--- config.mk ---
export PLATFORM = sky130hd
export DESIGN_NAME = hsv_rainbow_to_rgb_top_flat
export DESIGN_NICKNAME = d
export VERILOG_FILES = /design/src/hsvr_pkg.sv /design/src/hsvr_if.sv /design/src/hsvr_front.sv /design/src/hsvr_fifo.sv /design/src/hsvr_back.sv /design/src/hsv_rainbow_to_rgb_top.sv /design/src/flat_wrapper.sv
export VERILOG_INCLUDE_DIRS = /design/src /design/src/src
export SDC_FILE = /design/constraint.sdc
export NUM_CORES = 1
export LEC_CHECK = 0
export ABC_AREA = 1
export ABC_CLOCK_PERIOD_IN_PS = 8900
export BUFFER_PORTS_ARGS = -buffer_cell sky130_fd_sc_hd__buf_2
export CAP_MARGIN = 20
export CELL_PAD_IN_SITES_DETAIL_PLACEMENT = 1
export CELL_PAD_IN_SITES_GLOBAL_PLACEMENT = 2
export CORE_ASPECT_RATIO = 1.1
export CORE_MARGIN = 2
export CORE_UTILIZATION = 41
export CTS_CLUSTER_SIZE = 24
export DETAILED_ROUTE_END_ITERATION = 10
export PLACE_DENSITY = 0.92
export SYNTH_ARGS = -nofsm -noshare
export SYNTH_HDL_FRONTEND = slang
export SYNTH_SLANG_ARGS = --single-unit
--- constraint.sdc ---
create_clock -name clk -period 8.9 [get_ports clk]
set_input_delay 0.445 -clock clk [delete_from_list [all_inputs] [get_ports clk]]
set_output_delay 0.445 -clock clk [all_outputs]
set_load 0.01 [all_outputs]
--- src/assert_macros.svh ---
// assert_macros.svh: shared concurrent assertion macros
`ifndef ASSERT_MACROS_SVH
`define ASSERT_MACROS_SVH

// Property must hold at every clock edge outside reset
`define ASSERT_HOLDS(name, clock, reset_n, expr, msg) \
    name: assert property (@(posedge clock) disable iff (!reset_n) (expr)) else $error(msg);

// Condition at one edge implies the expression at the next edge
`define ASSERT_NEXT(name, clock, reset_n, cond, expr, msg) \
    name: assert property (@(posedge clock) disable iff (!reset_n) (cond) |=> (expr)) else $error(msg);

`endif

--- src/hsvr_pkg.sv ---
`timescale 1ns / 1ps
// ============================================================================
// hsvr_pkg
// Shared types, constants and scaling functions for the rainbow HSV converter.
// ============================================================================
package hsvr_pkg;

    // Default depth of the queue between front and back
    localparam int QUEUE_DEPTH_DEF = 4;

    // Rainbow anchors
    localparam logic [7:0] ANCHOR_FULL = 8'd255;
    localparam logic [7:0] ANCHOR_HI   = 8'd171;
    localparam logic [7:0] ANCHOR_MID  = 8'd170;
    localparam logic [7:0] ANCHOR_LO   = 8'd85;

    // Ramp scales: one third and two thirds of 256
    localparam logic [7:0] THIRD_SCALE     = 8'(256 / 3);
    localparam logic [7:0] TWOTHIRDS_SCALE = 8'((256 * 2) / 3);

    localparam logic [7:0] CHAN_FULL = 8'd255;

    // Hue segment, top three hue bits
    typedef enum logic [2:0] {
        SEG_RED    = 3'd0,
        SEG_ORANGE = 3'd1,
        SEG_YELLOW = 3'd2,
        SEG_GREEN  = 3'd3,
        SEG_AQUA   = 3'd4,
        SEG_BLUE   = 3'd5,
        SEG_PURPLE = 3'd6,
        SEG_PINK   = 3'd7
    } hsvr_seg_t;

    // Classified item handed from front to back
    typedef struct packed {
        logic [7:0] red;
        logic [7:0] green;
        logic [7:0] blue;
        logic [7:0] desat;     // saturation floor
        logic       sat_full;
        logic       sat_zero;
        logic [7:0] v2;        // video-squared brightness
        logic       val_full;
    } hsvr_work_t;

    // (v * (s + 1)) >> 8; the product stays below 2^16
    function automatic logic [7:0] mul_scale(input logic [7:0] v, input logic [7:0] s);
        logic [15:0] prod;
        prod = 16'(v) * (16'(s) + 16'd1);
        return prod[15:8];
    endfunction

    // (v * s) >> 8, plus one when both are nonzero
    function automatic logic [7:0] mul_video(input logic [7:0] v, input logic [7:0] s);
        logic [15:0] prod;
        logic        bump;
        prod = 16'(v) * 16'(s);
        bump = (v != 8'd0) && (s != 8'd0);
        return prod[15:8] + {7'd0, bump};
    endfunction

endpackage

--- src/hsvr_if.sv ---
`timescale 1ns / 1ps
// ============================================================================
// hsvr_if
// Valid/ready channels for HSV items in and RGB items out.
// ============================================================================

// HSV input channel
interface hsvr_in_if;
    logic       valid;
    logic       ready;
    logic [7:0] hue;
    logic [7:0] saturation;
    logic [7:0] brightness;

    modport source
    (
        output valid, hue, saturation, brightness,
        input  ready
    );
    modport sink
    (
        input  valid, hue, saturation, brightness,
        output ready
    );
endinterface

// RGB output channel
interface hsvr_out_if;
    logic       valid;
    logic       ready;
    logic [7:0] red;
    logic [7:0] green;
    logic [7:0] blue;

    modport source
    (
        output valid, red, green, blue,
        input  ready
    );
    modport sink
    (
        input  valid, red, green, blue,
        output ready
    );
endinterface

--- src/hsvr_front.sv ---
`timescale 1ns / 1ps
// ============================================================================
// hsvr_front
// Accepts HSV items, picks the hue segment, builds the base rainbow color
// and the saturation and brightness scale terms, and registers the result.
// ============================================================================
module hsvr_front
    import hsvr_pkg::*;
(
    input  logic        clk,
    input  logic        rst_n,
    hsvr_in_if.sink     pixel,
    output logic        work_valid,
    input  logic        work_ready,
    output hsvr_work_t  work
);

    logic       valid_reg;
    hsvr_work_t work_reg;
    hsvr_work_t work_next;
    logic       take;

    logic [7:0] ramp;
    logic [7:0] third;
    logic [7:0] twothirds;
    logic [7:0] desat_n;
    hsvr_seg_t  seg;

    // Stage register is free or drains this cycle
    assign pixel.ready = !valid_reg || work_ready;
    assign take        = pixel.valid && pixel.ready;

    // Ramp terms and segment choice
    always_comb
    begin
        ramp      = {pixel.hue[4:0], 3'b000};
        third     = mul_scale(ramp, THIRD_SCALE);
        twothirds = mul_scale(ramp, TWOTHIRDS_SCALE);
        seg       = hsvr_seg_t'(pixel.hue[7:5]);
        desat_n   = ~pixel.saturation;

        work_next.desat    = mul_video(desat_n, desat_n);
        work_next.sat_full = (pixel.saturation == CHAN_FULL);
        work_next.sat_zero = (pixel.saturation == 8'd0);
        work_next.v2       = mul_video(pixel.brightness, pixel.brightness);
        work_next.val_full = (pixel.brightness == CHAN_FULL);

        case (seg)
            SEG_RED:
            begin
                work_next.red   = ANCHOR_FULL - third;
                work_next.green = third;
                work_next.blue  = 8'd0;
            end
            SEG_ORANGE:
            begin
                work_next.red   = ANCHOR_HI;
                work_next.green = ANCHOR_LO + third;
                work_next.blue  = 8'd0;
            end
            SEG_YELLOW:
            begin
                work_next.red   = ANCHOR_HI - twothirds;
                work_next.green = ANCHOR_MID + third;
                work_next.blue  = 8'd0;
            end
            SEG_GREEN:
            begin
                work_next.red   = 8'd0;
                work_next.green = ANCHOR_FULL - third;
                work_next.blue  = third;
            end
            SEG_AQUA:
            begin
                work_next.red   = 8'd0;
                work_next.green = ANCHOR_HI - twothirds;
                work_next.blue  = ANCHOR_LO + twothirds;
            end
            SEG_BLUE:
            begin
                work_next.red   = third;
                work_next.green = 8'd0;
                work_next.blue  = ANCHOR_FULL - third;
            end
            SEG_PURPLE:
            begin
                work_next.red   = ANCHOR_LO + third;
                work_next.green = 8'd0;
                work_next.blue  = ANCHOR_HI - third;
            end
            SEG_PINK:
            begin
                work_next.red   = ANCHOR_MID + third;
                work_next.green = 8'd0;
                work_next.blue  = ANCHOR_LO - third;
            end
            default:
            begin
                work_next.red   = 8'd0;
                work_next.green = 8'd0;
                work_next.blue  = 8'd0;
            end
        endcase
    end

    // Valid flag
    always_ff @(posedge clk or negedge rst_n)
    begin
        if (!rst_n)
        begin
            valid_reg <= 1'b0;
        end
        else if (pixel.ready)
        begin
            valid_reg <= pixel.valid;
        end
    end

    // Payload
    always_ff @(posedge clk)
    begin
        if (take)
        begin
            work_reg <= work_next;
        end
    end

    assign work_valid = valid_reg;
    assign work       = work_reg;

endmodule

--- src/hsvr_fifo.sv ---
`timescale 1ns / 1ps
`include "assert_macros.svh"
// ============================================================================
// hsvr_fifo
// Short queue of classified items between front and back.
// ============================================================================
module hsvr_fifo
    import hsvr_pkg::*;
#(
    parameter int DEPTH = QUEUE_DEPTH_DEF
)
(
    input  logic        clk,
    input  logic        rst_n,
    input  logic        push_valid,
    output logic        push_ready,
    input  hsvr_work_t  push_data,
    output logic        pop_valid,
    input  logic        pop_ready,
    output hsvr_work_t  pop_data
);

    localparam int PTR_W = (DEPTH > 1) ? $clog2(DEPTH) : 1;
    localparam int CNT_W = $clog2(DEPTH + 1);

    hsvr_work_t             mem_reg [DEPTH];
    logic [PTR_W-1:0]       wr_ptr_reg;
    logic [PTR_W-1:0]       wr_ptr_next;
    logic [PTR_W-1:0]       rd_ptr_reg;
    logic [PTR_W-1:0]       rd_ptr_next;
    logic [CNT_W-1:0]       count_reg;
    logic [CNT_W-1:0]       count_next;
    logic                   push_fire;
    logic                   pop_fire;

    assign push_ready = (count_reg != CNT_W'(DEPTH));
    assign pop_valid  = (count_reg != '0);
    assign push_fire  = push_valid && push_ready;
    assign pop_fire   = pop_valid && pop_ready;
    assign pop_data   = mem_reg[rd_ptr_reg];

    // Pointer and count update
    always_comb
    begin
        wr_ptr_next = wr_ptr_reg;
        rd_ptr_next = rd_ptr_reg;
        count_next  = count_reg;
        if (push_fire)
        begin
            wr_ptr_next = (wr_ptr_reg == PTR_W'(DEPTH - 1)) ? '0 : wr_ptr_reg + PTR_W'(1);
        end
        if (pop_fire)
        begin
            rd_ptr_next = (rd_ptr_reg == PTR_W'(DEPTH - 1)) ? '0 : rd_ptr_reg + PTR_W'(1);
        end
        if (push_fire && !pop_fire)
        begin
            count_next = count_reg + CNT_W'(1);
        end
        else if (pop_fire && !push_fire)
        begin
            count_next = count_reg - CNT_W'(1);
        end
    end

    always_ff @(posedge clk or negedge rst_n)
    begin
        if (!rst_n)
        begin
            wr_ptr_reg <= '0;
            rd_ptr_reg <= '0;
            count_reg  <= '0;
        end
        else
        begin
            wr_ptr_reg <= wr_ptr_next;
            rd_ptr_reg <= rd_ptr_next;
            count_reg  <= count_next;
        end
    end

    // Storage
    always_ff @(posedge clk)
    begin
        if (push_fire)
        begin
            mem_reg[wr_ptr_reg] <= push_data;
        end
    end

    // Fill level bounds and bookkeeping
    `ASSERT_HOLDS(a_count_bound, clk, rst_n, count_reg <= CNT_W'(DEPTH), "queue overfilled")
    `ASSERT_NEXT(a_push_grows, clk, rst_n, push_fire && !pop_fire, count_reg == CNT_W'($past(count_reg) + 1'b1), "push lost")
    `ASSERT_NEXT(a_pop_shrinks, clk, rst_n, pop_fire && !push_fire, count_reg == CNT_W'($past(count_reg) - 1'b1), "pop lost")

endmodule

--- src/hsvr_back.sv ---
`timescale 1ns / 1ps
// ============================================================================
// hsvr_back
// Applies saturation scaling and floor, then brightness scaling, in two
// elastic stages; the second stage is the output register.
// ============================================================================
module hsvr_back
    import hsvr_pkg::*;
(
    input  logic        clk,
    input  logic        rst_n,
    input  logic        work_valid,
    output logic        work_ready,
    input  hsvr_work_t  work,
    hsvr_out_if.source  color
);

    logic       s1_valid_reg;
    logic       s1_ready;
    logic [7:0] s1_red_reg,   s1_red_next;
    logic [7:0] s1_green_reg, s1_green_next;
    logic [7:0] s1_blue_reg,  s1_blue_next;
    logic [7:0] s1_v2_reg;
    logic       s1_val_full_reg;

    logic       out_valid_reg;
    logic       out_ready;
    logic [7:0] out_red_reg,   out_red_next;
    logic [7:0] out_green_reg, out_green_next;
    logic [7:0] out_blue_reg,  out_blue_next;
    logic [7:0] keep;

    assign out_ready  = !out_valid_reg || color.ready;
    assign s1_ready   = !s1_valid_reg || out_ready;
    assign work_ready = s1_ready;

    // Saturation: scale down and add the floor; full saturation passes the color, zero gives white
    always_comb
    begin
        keep = ~work.desat;
        if (work.sat_full)
        begin
            s1_red_next   = work.red;
            s1_green_next = work.green;
            s1_blue_next  = work.blue;
        end
        else if (work.sat_zero)
        begin
            s1_red_next   = CHAN_FULL;
            s1_green_next = CHAN_FULL;
            s1_blue_next  = CHAN_FULL;
        end
        else
        begin
            s1_red_next   = mul_scale(work.red, keep) + work.desat;
            s1_green_next = mul_scale(work.green, keep) + work.desat;
            s1_blue_next  = mul_scale(work.blue, keep) + work.desat;
        end
    end

    // Brightness: scale all channels, black when the square is zero, unchanged at full brightness
    always_comb
    begin
        if (s1_val_full_reg)
        begin
            out_red_next   = s1_red_reg;
            out_green_next = s1_green_reg;
            out_blue_next  = s1_blue_reg;
        end
        else if (s1_v2_reg == 8'd0)
        begin
            out_red_next   = 8'd0;
            out_green_next = 8'd0;
            out_blue_next  = 8'd0;
        end
        else
        begin
            out_red_next   = mul_scale(s1_red_reg, s1_v2_reg);
            out_green_next = mul_scale(s1_green_reg, s1_v2_reg);
            out_blue_next  = mul_scale(s1_blue_reg, s1_v2_reg);
        end
    end

    // Valid flags
    always_ff @(posedge clk or negedge rst_n)
    begin
        if (!rst_n)
        begin
            s1_valid_reg  <= 1'b0;
            out_valid_reg <= 1'b0;
        end
        else
        begin
            if (s1_ready)
            begin
                s1_valid_reg <= work_valid;
            end
            if (out_ready)
            begin
                out_valid_reg <= s1_valid_reg;
            end
        end
    end

    // Payload
    always_ff @(posedge clk)
    begin
        if (s1_ready && work_valid)
        begin
            s1_red_reg      <= s1_red_next;
            s1_green_reg    <= s1_green_next;
            s1_blue_reg     <= s1_blue_next;
            s1_v2_reg       <= work.v2;
            s1_val_full_reg <= work.val_full;
        end
        if (out_ready && s1_valid_reg)
        begin
            out_red_reg   <= out_red_next;
            out_green_reg <= out_green_next;
            out_blue_reg  <= out_blue_next;
        end
    end

    assign color.valid = out_valid_reg;
    assign color.red   = out_red_reg;
    assign color.green = out_green_reg;
    assign color.blue  = out_blue_reg;

endmodule

--- src/hsv_rainbow_to_rgb_top.sv ---
`timescale 1ns / 1ps
// An accepted item passes the front register, the queue, the saturation stage and the output register in turn.
// Throughput: one item per cycle; the front register, queue and two back
// stages each pass one item a cycle while the output side takes them.
// Stalls on the output fill the back stages and the queue before pixel.ready drops.
// Reset (rst_n low, async) empties all stages and the queue; no clearing pass.
// ============================================================================
// hsv_rainbow_to_rgb_top
// Rainbow HSV to RGB converter: front classifier, queue, scaling back end.
// ============================================================================
module hsv_rainbow_to_rgb_top
    import hsvr_pkg::*;
#(
    parameter int QUEUE_DEPTH = QUEUE_DEPTH_DEF
)
(
    input  logic        clk,
    input  logic        rst_n,
    hsvr_in_if.sink     pixel,
    hsvr_out_if.source  color
);

    logic       front_valid;
    logic       front_ready;
    hsvr_work_t front_work;
    logic       back_valid;
    logic       back_ready;
    hsvr_work_t back_work;

    hsvr_front u_front
    (
        .clk        (clk),
        .rst_n      (rst_n),
        .pixel      (pixel),
        .work_valid (front_valid),
        .work_ready (front_ready),
        .work       (front_work)
    );

    hsvr_fifo #(
        .DEPTH (QUEUE_DEPTH)
    ) u_fifo
    (
        .clk        (clk),
        .rst_n      (rst_n),
        .push_valid (front_valid),
        .push_ready (front_ready),
        .push_data  (front_work),
        .pop_valid  (back_valid),
        .pop_ready  (back_ready),
        .pop_data   (back_work)
    );

    hsvr_back u_back
    (
        .clk        (clk),
        .rst_n      (rst_n),
        .work_valid (back_valid),
        .work_ready (back_ready),
        .work       (back_work),
        .color      (color)
    );

endmodule
--- src/flat_wrapper.sv ---
// flat-port wrapper written by rule: the top's interface ports become plain ports
module hsv_rainbow_to_rgb_top_flat import hsvr_pkg::*;
#(
    parameter int QUEUE_DEPTH = QUEUE_DEPTH_DEF
)
  (clk, rst_n, pixel_valid, pixel_hue, pixel_saturation, pixel_brightness, pixel_ready, color_valid, color_red, color_green, color_blue, color_ready);
  hsvr_in_if pixel_i ();
  hsvr_out_if color_i ();
  input  logic clk;
  input  logic rst_n;
  input wire logic [$bits(pixel_i.valid)-1:0] pixel_valid;
  input wire logic [$bits(pixel_i.hue)-1:0] pixel_hue;
  input wire logic [$bits(pixel_i.saturation)-1:0] pixel_saturation;
  input wire logic [$bits(pixel_i.brightness)-1:0] pixel_brightness;
  output wire logic [$bits(pixel_i.ready)-1:0] pixel_ready;
  output wire logic [$bits(color_i.valid)-1:0] color_valid;
  output wire logic [$bits(color_i.red)-1:0] color_red;
  output wire logic [$bits(color_i.green)-1:0] color_green;
  output wire logic [$bits(color_i.blue)-1:0] color_blue;
  input wire logic [$bits(color_i.ready)-1:0] color_ready;
  assign pixel_i.valid = pixel_valid;
  assign pixel_i.hue = pixel_hue;
  assign pixel_i.saturation = pixel_saturation;
  assign pixel_i.brightness = pixel_brightness;
  assign pixel_ready = pixel_i.ready;
  assign color_valid = color_i.valid;
  assign color_red = color_i.red;
  assign color_green = color_i.green;
  assign color_blue = color_i.blue;
  assign color_i.ready = color_ready;
  hsv_rainbow_to_rgb_top #(.QUEUE_DEPTH(QUEUE_DEPTH)) u_core (.clk(clk), .rst_n(rst_n), .pixel(pixel_i), .color(color_i));
endmodule
# == Word-level counts from Yosys, hierarchy flattened ==
# Memories as Yosys holds them, arrays and structs flattened.
# Index checks and enable logic that the tools add are counted.
# word_totals
register_bits,110
ramBits,172
in_bits,28
output_inout_bits,26
elab_cells,105
n_memories,1
# op_classes
add_sub_neg,18
n_mul,10
n_eq_ne,12
n_mux,19
n_bitwise,2
reduce_logical,21
# mem_list
name,words,width,read_ports,rd_ports_with_merged_regs,wr,line_no,source
u_core.u_fifo.mem_reg,4,43,1,0,1,hsvr_fifo.sv:26,hsvr_work_t mem_reg [DEPTH];
# op_table
op,n
case mux 24 bit (8 select lines),1
two-way mux 8 bit,12
multiplier 8 x 16 -> 16 bit,4
multiplier 8 x 8 -> 16 bit,2
multiplier 8 x 9 -> 16 bit,2
adder 8 bit,3
"adder 8 x 1 -> 9 bit, second input constant",2
adder 8 x 1 -> 8 bit,2
"== test 8 bit, second input constant",2
logical NOT 8 bit,2
inverter 8 bit,2
nonzero test 8 bit,2
"subtractor 8 x 7 -> 8 bit, first input constant",2
"multiplier 5 x 8 -> 13 bit, second input constant",1
"== test 3 bit, second input constant",4
"multiplier 5 x 6 -> 11 bit, second input constant",1
"adder 7 x 7 -> 8 bit, first input constant",1
"adder 7 x 8 -> 8 bit, first input constant",1
"adder 8 x 7 -> 8 bit, first input constant",1
"subtractor 7 x 7 -> 8 bit, first input constant",1
"subtractor 8 bit, first input constant",1
"== test 3 x 2 -> 1 bit, second input constant",2
logical AND 1 bit,6
two-way mux 3 bit,2
other kinds (13),23

# == Logic depth before layout (Yosys ltp) ==
# depth
depth_word,7
ltp_mapped,43
ltp_nobuf,39

# == Cells and area by module ==
# Synthesis repeated with hierarchy kept, for this count alone.
# unflattened
cells_unflattened,3846
area_unflattened_um2,31335.1
# by_module_without_submodules
mod,n_inst,cells_each,area_per_inst_um2,seq_area_each_um2
hsvr_back,1,2269,16853.7,1761.7
hsvr_front,1,1017,7263.2,1316.3
hsvr_fifo,1,560,7218.2,5340.1

# == Least setup slack after synthesis ==
# No wires, ideal clock.
# synth_path
path_kind,register to register
start,register u_core.u_fifo.rd_ptr_reg[0]
end,register u_core.u_back.s1_blue_reg[7] (data pin)
setup_ps,249
arrival_ps,6416
required_time_ps,8651
setup_slack_ps,2234
path_stages_with_launch,38
path_buffers,4
synth_period_minus_slack_ps,6666
path_cell_list,dfrtp_1 -> buf_6 -> buf_8 -> nand2_1 -> nand3_2 -> nand2_4 -> buf_1 -> ha_1 -> nand2_2 -> nor2_4 -> nand2_2 -> nor2_2 -> inv_2 -> nand2_2 -> buf_2 -> nor2_1 -> fa_1 -> fa_1 -> [2 not listed] -> fa_1 -> inv_1 -> ha_1 -> a21oi_1 -> o21ai_0 -> a221oi_1 -> nand2_1 -> xor2_1 -> ha_1 -> a21oi_1 -> o21ai_0 -> a31o_2 -> nand3_1 -> nand2_1 -> nand2_1 -> nand3_1 -> nand2_1 -> inv_1
# synth_via
elab_chain_cells,7
# synth_lines
item,line_no,source
from (decl),hsvr_fifo.sv:29,logic [PTR_W-1:0] rd_ptr_reg;
from (signal assigned),hsvr_fifo.sv:77,rd_ptr_reg <= rd_ptr_next;
memory (4 x 43 bit) (*),n/a,
inverter 8 bit,hsvr_back.sv:40,keep = ~work.desat;
adder 8 x 1 -> 9 bit,hsvr_pkg.sv:50,prod = 16'(v) * (16'(s) + 16'd1);
multiplier 8 x 9 -> 16 bit,hsvr_pkg.sv:50,
adder 8 bit,hsvr_back.sv:57,"s1_blue_next = mul_scale(work.blue, keep) + work.desat;"
two-way mux 8 bit,hsvr_back.sv:47,else if (work.sat_zero)
two-way mux 8 bit (*),hsvr_back.sv:41,if (work.sat_full)
net u_core.u_back.s1_blue_next[7],hsvr_back.sv:22,"logic [7:0] s1_blue_reg, s1_blue_next;"
to (signal assigned),hsvr_back.sv:112,s1_blue_reg <= s1_blue_next;
to (decl),hsvr_back.sv:22,
# Mark *: on every way through the listed nets, which the timed path passes. The rest lies on a longest branch.
# A chain may end at the register's enable or synchronous reset.

# == Worst setup path after layout ==
# layout_path
start,register u_core.u_fifo.rd_ptr_reg[0]
end,register u_core.u_back.s1_red_reg[7] (data pin)
# layout_via
elab_chain_cells,7
# layout_lines
item,line_no,source
memory (4 x 43 bit) (*),n/a,
inverter 8 bit,hsvr_back.sv:40,
adder 8 x 1 -> 9 bit,hsvr_pkg.sv:50,
multiplier 8 x 16 -> 16 bit,hsvr_pkg.sv:50,
adder 8 bit,hsvr_back.sv:55,"s1_red_next = mul_scale(work.red, keep) + work.desat;"
two-way mux 8 bit,hsvr_back.sv:47,
two-way mux 8 bit (*),hsvr_back.sv:41,
net u_core.u_back.s1_red_next[7],hsvr_back.sv:20,"logic [7:0] s1_red_reg, s1_red_next;"
to (signal assigned),hsvr_back.sv:110,s1_red_reg <= s1_red_next;
to (decl),hsvr_back.sv:20,
# Marks and branches as above.

==> results.txt <==
----------------------------------------------------
[Placement]
  Port buffer count ... 53
  Worst Setup Slack post-DPL ... 1.33 ns
  Global placement routability congestion ... 0.860
  Dpl hpwl ... 67.1 mm

[Critical path]
  Worst flop-to-flop path endpoint ... u_core.u_back.s1_red_reg[7]
  Type of destination of the critical path ... flop
  CP Data Required Time ... 9.28 ns
  Crit path launch ... u_core.u_fifo.rd_ptr_reg[0]
  FF-to-FF Start ... u_core.u_fifo.rd_ptr_reg[0]
  Kind of critical path ... flop to flop
  Reg2reg setup slack ... 1.31 ns
  Most used cell, CP ... sky130_fd_sc_hd__nand2_1
  Number of cell instances on the worst register-to-register path ... 33
  Peak per-stage delay on the critical path ... 0.71 ns
  Startpoint class of the critical path ... flop
  Maximum fanout count along the critical path ... 31
  Worst path slowest cell ... sky130_fd_sc_hd__nand2_1
  Arrival time of the worst setup path ... 7.98 ns

[Yosys]
  Count of flip-flops with a built-in enable after synthesis ... 272
  Async SR Flop Fraction ... 3.55%
  Area of the mapped netlist ... 30600 µm²
  Top post-synthesis cells by area ... sky130_fd_sc_hd__edfxtp_1 27%, sky130_fd_sc_hd__fa_1 19%, sky130_fd_sc_hd__ha_1 13%
  Synthesized flop and latch total ... 282
  Synth Flop Type ... sky130_fd_sc_hd__edfxtp_1
  Total of warnings raised by yosys ... 0
  Area share of the largest cell type after synthesis ... 26.7%
  Number of different library cells in the post-synthesis netlist ... 63
  Post-synthesis instance total ... 3598
  Largest area contributor in the synthesized netlist ... sky130_fd_sc_hd__edfxtp_1
  Sequential area share after synthesis ... 27.5%
  Avg Synthesized Cell Area ... 8.51 µm²

[Clocking]
  Clock input transition at the sequential cells of the worst setup and hold paths ... 0.07 ns
  Clk buf depth ... 3
  Number of levels the H-tree was split into ... 1
  Total number of clock tree sinks ... 282
  Cts-stage hold buffer count ... 1
  TritonCTS buffer count ... 30
  Root Buffer Master ... sky130_fd_sc_hd__clkbuf_16
  Clock insertion delay at the later pin of the skew report ... 0.62 ns
  Clock tree from TritonCTS ... done
  Post-CTS Repair Setup Buffers ... 0
  CTS resizes ... 0

[Finish]
  Storage element area ... 8420 µm²
  Most common library cell in the layout ignoring fill and taps ... sky130_fd_sc_hd__nand2_1
  Combined area of the multi-input logic cells ... 19200 µm²
  Filler Cells Inserted ... 8793
  Layout net count ... 4241
  Share of the core filled with cells in the final layout ... 44.2%
  Max FFs per register ... 172
  Top library cells by usage in the layout, fill and taps aside ... 756 x sky130_fd_sc_hd__nand2_1, 643 x sky130_fd_sc_hd__inv_1, 400 x sky130_fd_sc_hd__nor2_1
  Layout-stage area growth over the synthesis result ... 7.07%
  Number of diodes ... 0
  Fraction of final layout cells with drive strength greater than 1 ... 6.66%

[Global routing]
  Global-route usage over all layers ... 22.6%
  Grt ovf ... 0
  Wire length of the first global-routing pass ... 140 mm
  Number of global-route vias before repair ... 27000
  Pin count of the biggest net entering global routing ... 44
  Number of antenna violations at the first check in global routing ... 0

[Drt]
  Final ANT Viol Nets ... 0
  Final routed wire length divided by cell count ... 18.5 µm
  Number of vias in the routed layout ... 24300
  Drt first pass iters ... 5
  DR vias/cell ... 5.28
  Number of remaining DRC errors ... 0
  Total detailed-routing wirelength ... 84.9 mm
  Detailed router's first-iteration violation count ... 1106

[Timing]
  Worst Max-Slew Pin Slew ... 1.07 ns
  Final-report setup violation count ... 0
  Worst path setup slack after routing ... 1.31 ns
  Hold violation total from the final report ... 0
  Maximum frequency from static timing analysis ... 132 MHz
  Final cycle utilization of the critical path ... 85.3%
  Skew final ... 0.0554 ns
  Unrepaired setup endpoints after global routing ... no
  Total Negative Setup Slacks ... 0 ns
  Final min period ... 7.59 ns
  Final slew viol count ... 0
  Rel. slew slack ... 28.7%

[Die]
  Standard-cell rows ... 105
  Die outline area ... 76900 µm²
  I/O Pins ... 54
  Die boundary height ... 291 µm
  Effective utilization at floorplan ... 41.3%
  Core outline area ... 74200 µm²
  Chip Width ... 265 µm

[Worst hold path]
  Origin of the worst min-delay path ... pixel_valid
  Class of the tightest hold or removal check ... primary input to flop
  Cell depth of the worst hold path ... 3
  Endpoint of the worst hold path ... u_core.u_front.work_valid

[Run]
  Max-capacitance violation count ... 0

[Status]
  Result of the run ... finished clean

----------------------------------------------------
[critical path: cells and delay by family, from the launching register on]
family / cells / cell delay (ns)
and+or+nand+nor: 14 / 1.96
adders and majority gates: 6 / 2.81
DFF: 1 / 0.54
AOI/OAI and AO/OA: 7 / 0.97
buffers and inverters: 6 / 1.04
[final cells by class]
type / count / area share, %
multi-input combinational: 2552 / 58.5
sequential: 282 / 25.7
inverter: 665 / 7.63
tap: 963 / 3.67
clock buffer: 33 / 2.32
timing repair buffer: 77 / 1.37
clock inverter: 23 / 0.801
[through the flow]
step,cells,hold slack (ns),area (µm²)
floorplan,3599,0.149,30600
global placement,4538,0.366,31800
detailed placement,4538,0.374,31800
CTS,4595,0.127,32800
global route,4595,0.137,32800
finish,4595,0.136,32800
[cell usage after synthesis, drive strengths merged, types with 29 or more instances]
cell type  number
a21oi         143
buf            61
clkbuf         39
edfxtp        272
fa            297
ha            308
inv           658
nand2         781
nand3         165
nand4          32
nor2          435
o21ai         115
o22ai          29
xnor2          36
xor2           57
[kinds of logic after synthesis]
| kind of cell | after synthesis | synth area share, % |
|---|---|---|
| other | 1 | 0.0122 |
| adders and majority gates | 605 | 32.0 |
| and+or+nand+nor | 1472 | 20.2 |
| buffers and inverters | 765 | 10.0 |
| DFF | 282 | 27.5 |
| AOI/OAI and AO/OA | 380 | 7.52 |
| xor gates and xnor gates | 93 | 2.76 |
[metal layers]
| metal | track usage (%) | routed length, µm | up-vias |
|---|---|---|---|
| met5 | 0 | 0 | - |
| met3 | 2.11 | 2910 | 154 |
| met1 | 28.5 | 36800 | 12200 |
| met2 | 41.0 | 42600 | 431 |
| met4 | 6.67 | 2590 | 0 |
| li1 | - | - | 11500 |
[how the worst max path moves through the flow]
stage                                         endpoint  slack, ns  depth (start not counted)
after detailed placement   u_core.u_back.s1_red_reg[7]       1.33                         33
after CTS                  u_core.u_back.s1_red_reg[7]       1.26                         33
after global routing      u_core.u_back.s1_blue_reg[7]       0.68                         31
final                      u_core.u_back.s1_red_reg[7]       1.31                         33
after floorplan           u_core.u_back.s1_blue_reg[7]       2.23                         37
after global placement     u_core.u_back.s1_red_reg[7]       1.50                         33
Power is not shown: default switching activity piles up to over one toggle a cycle in this logic, so the estimate is an artifact.
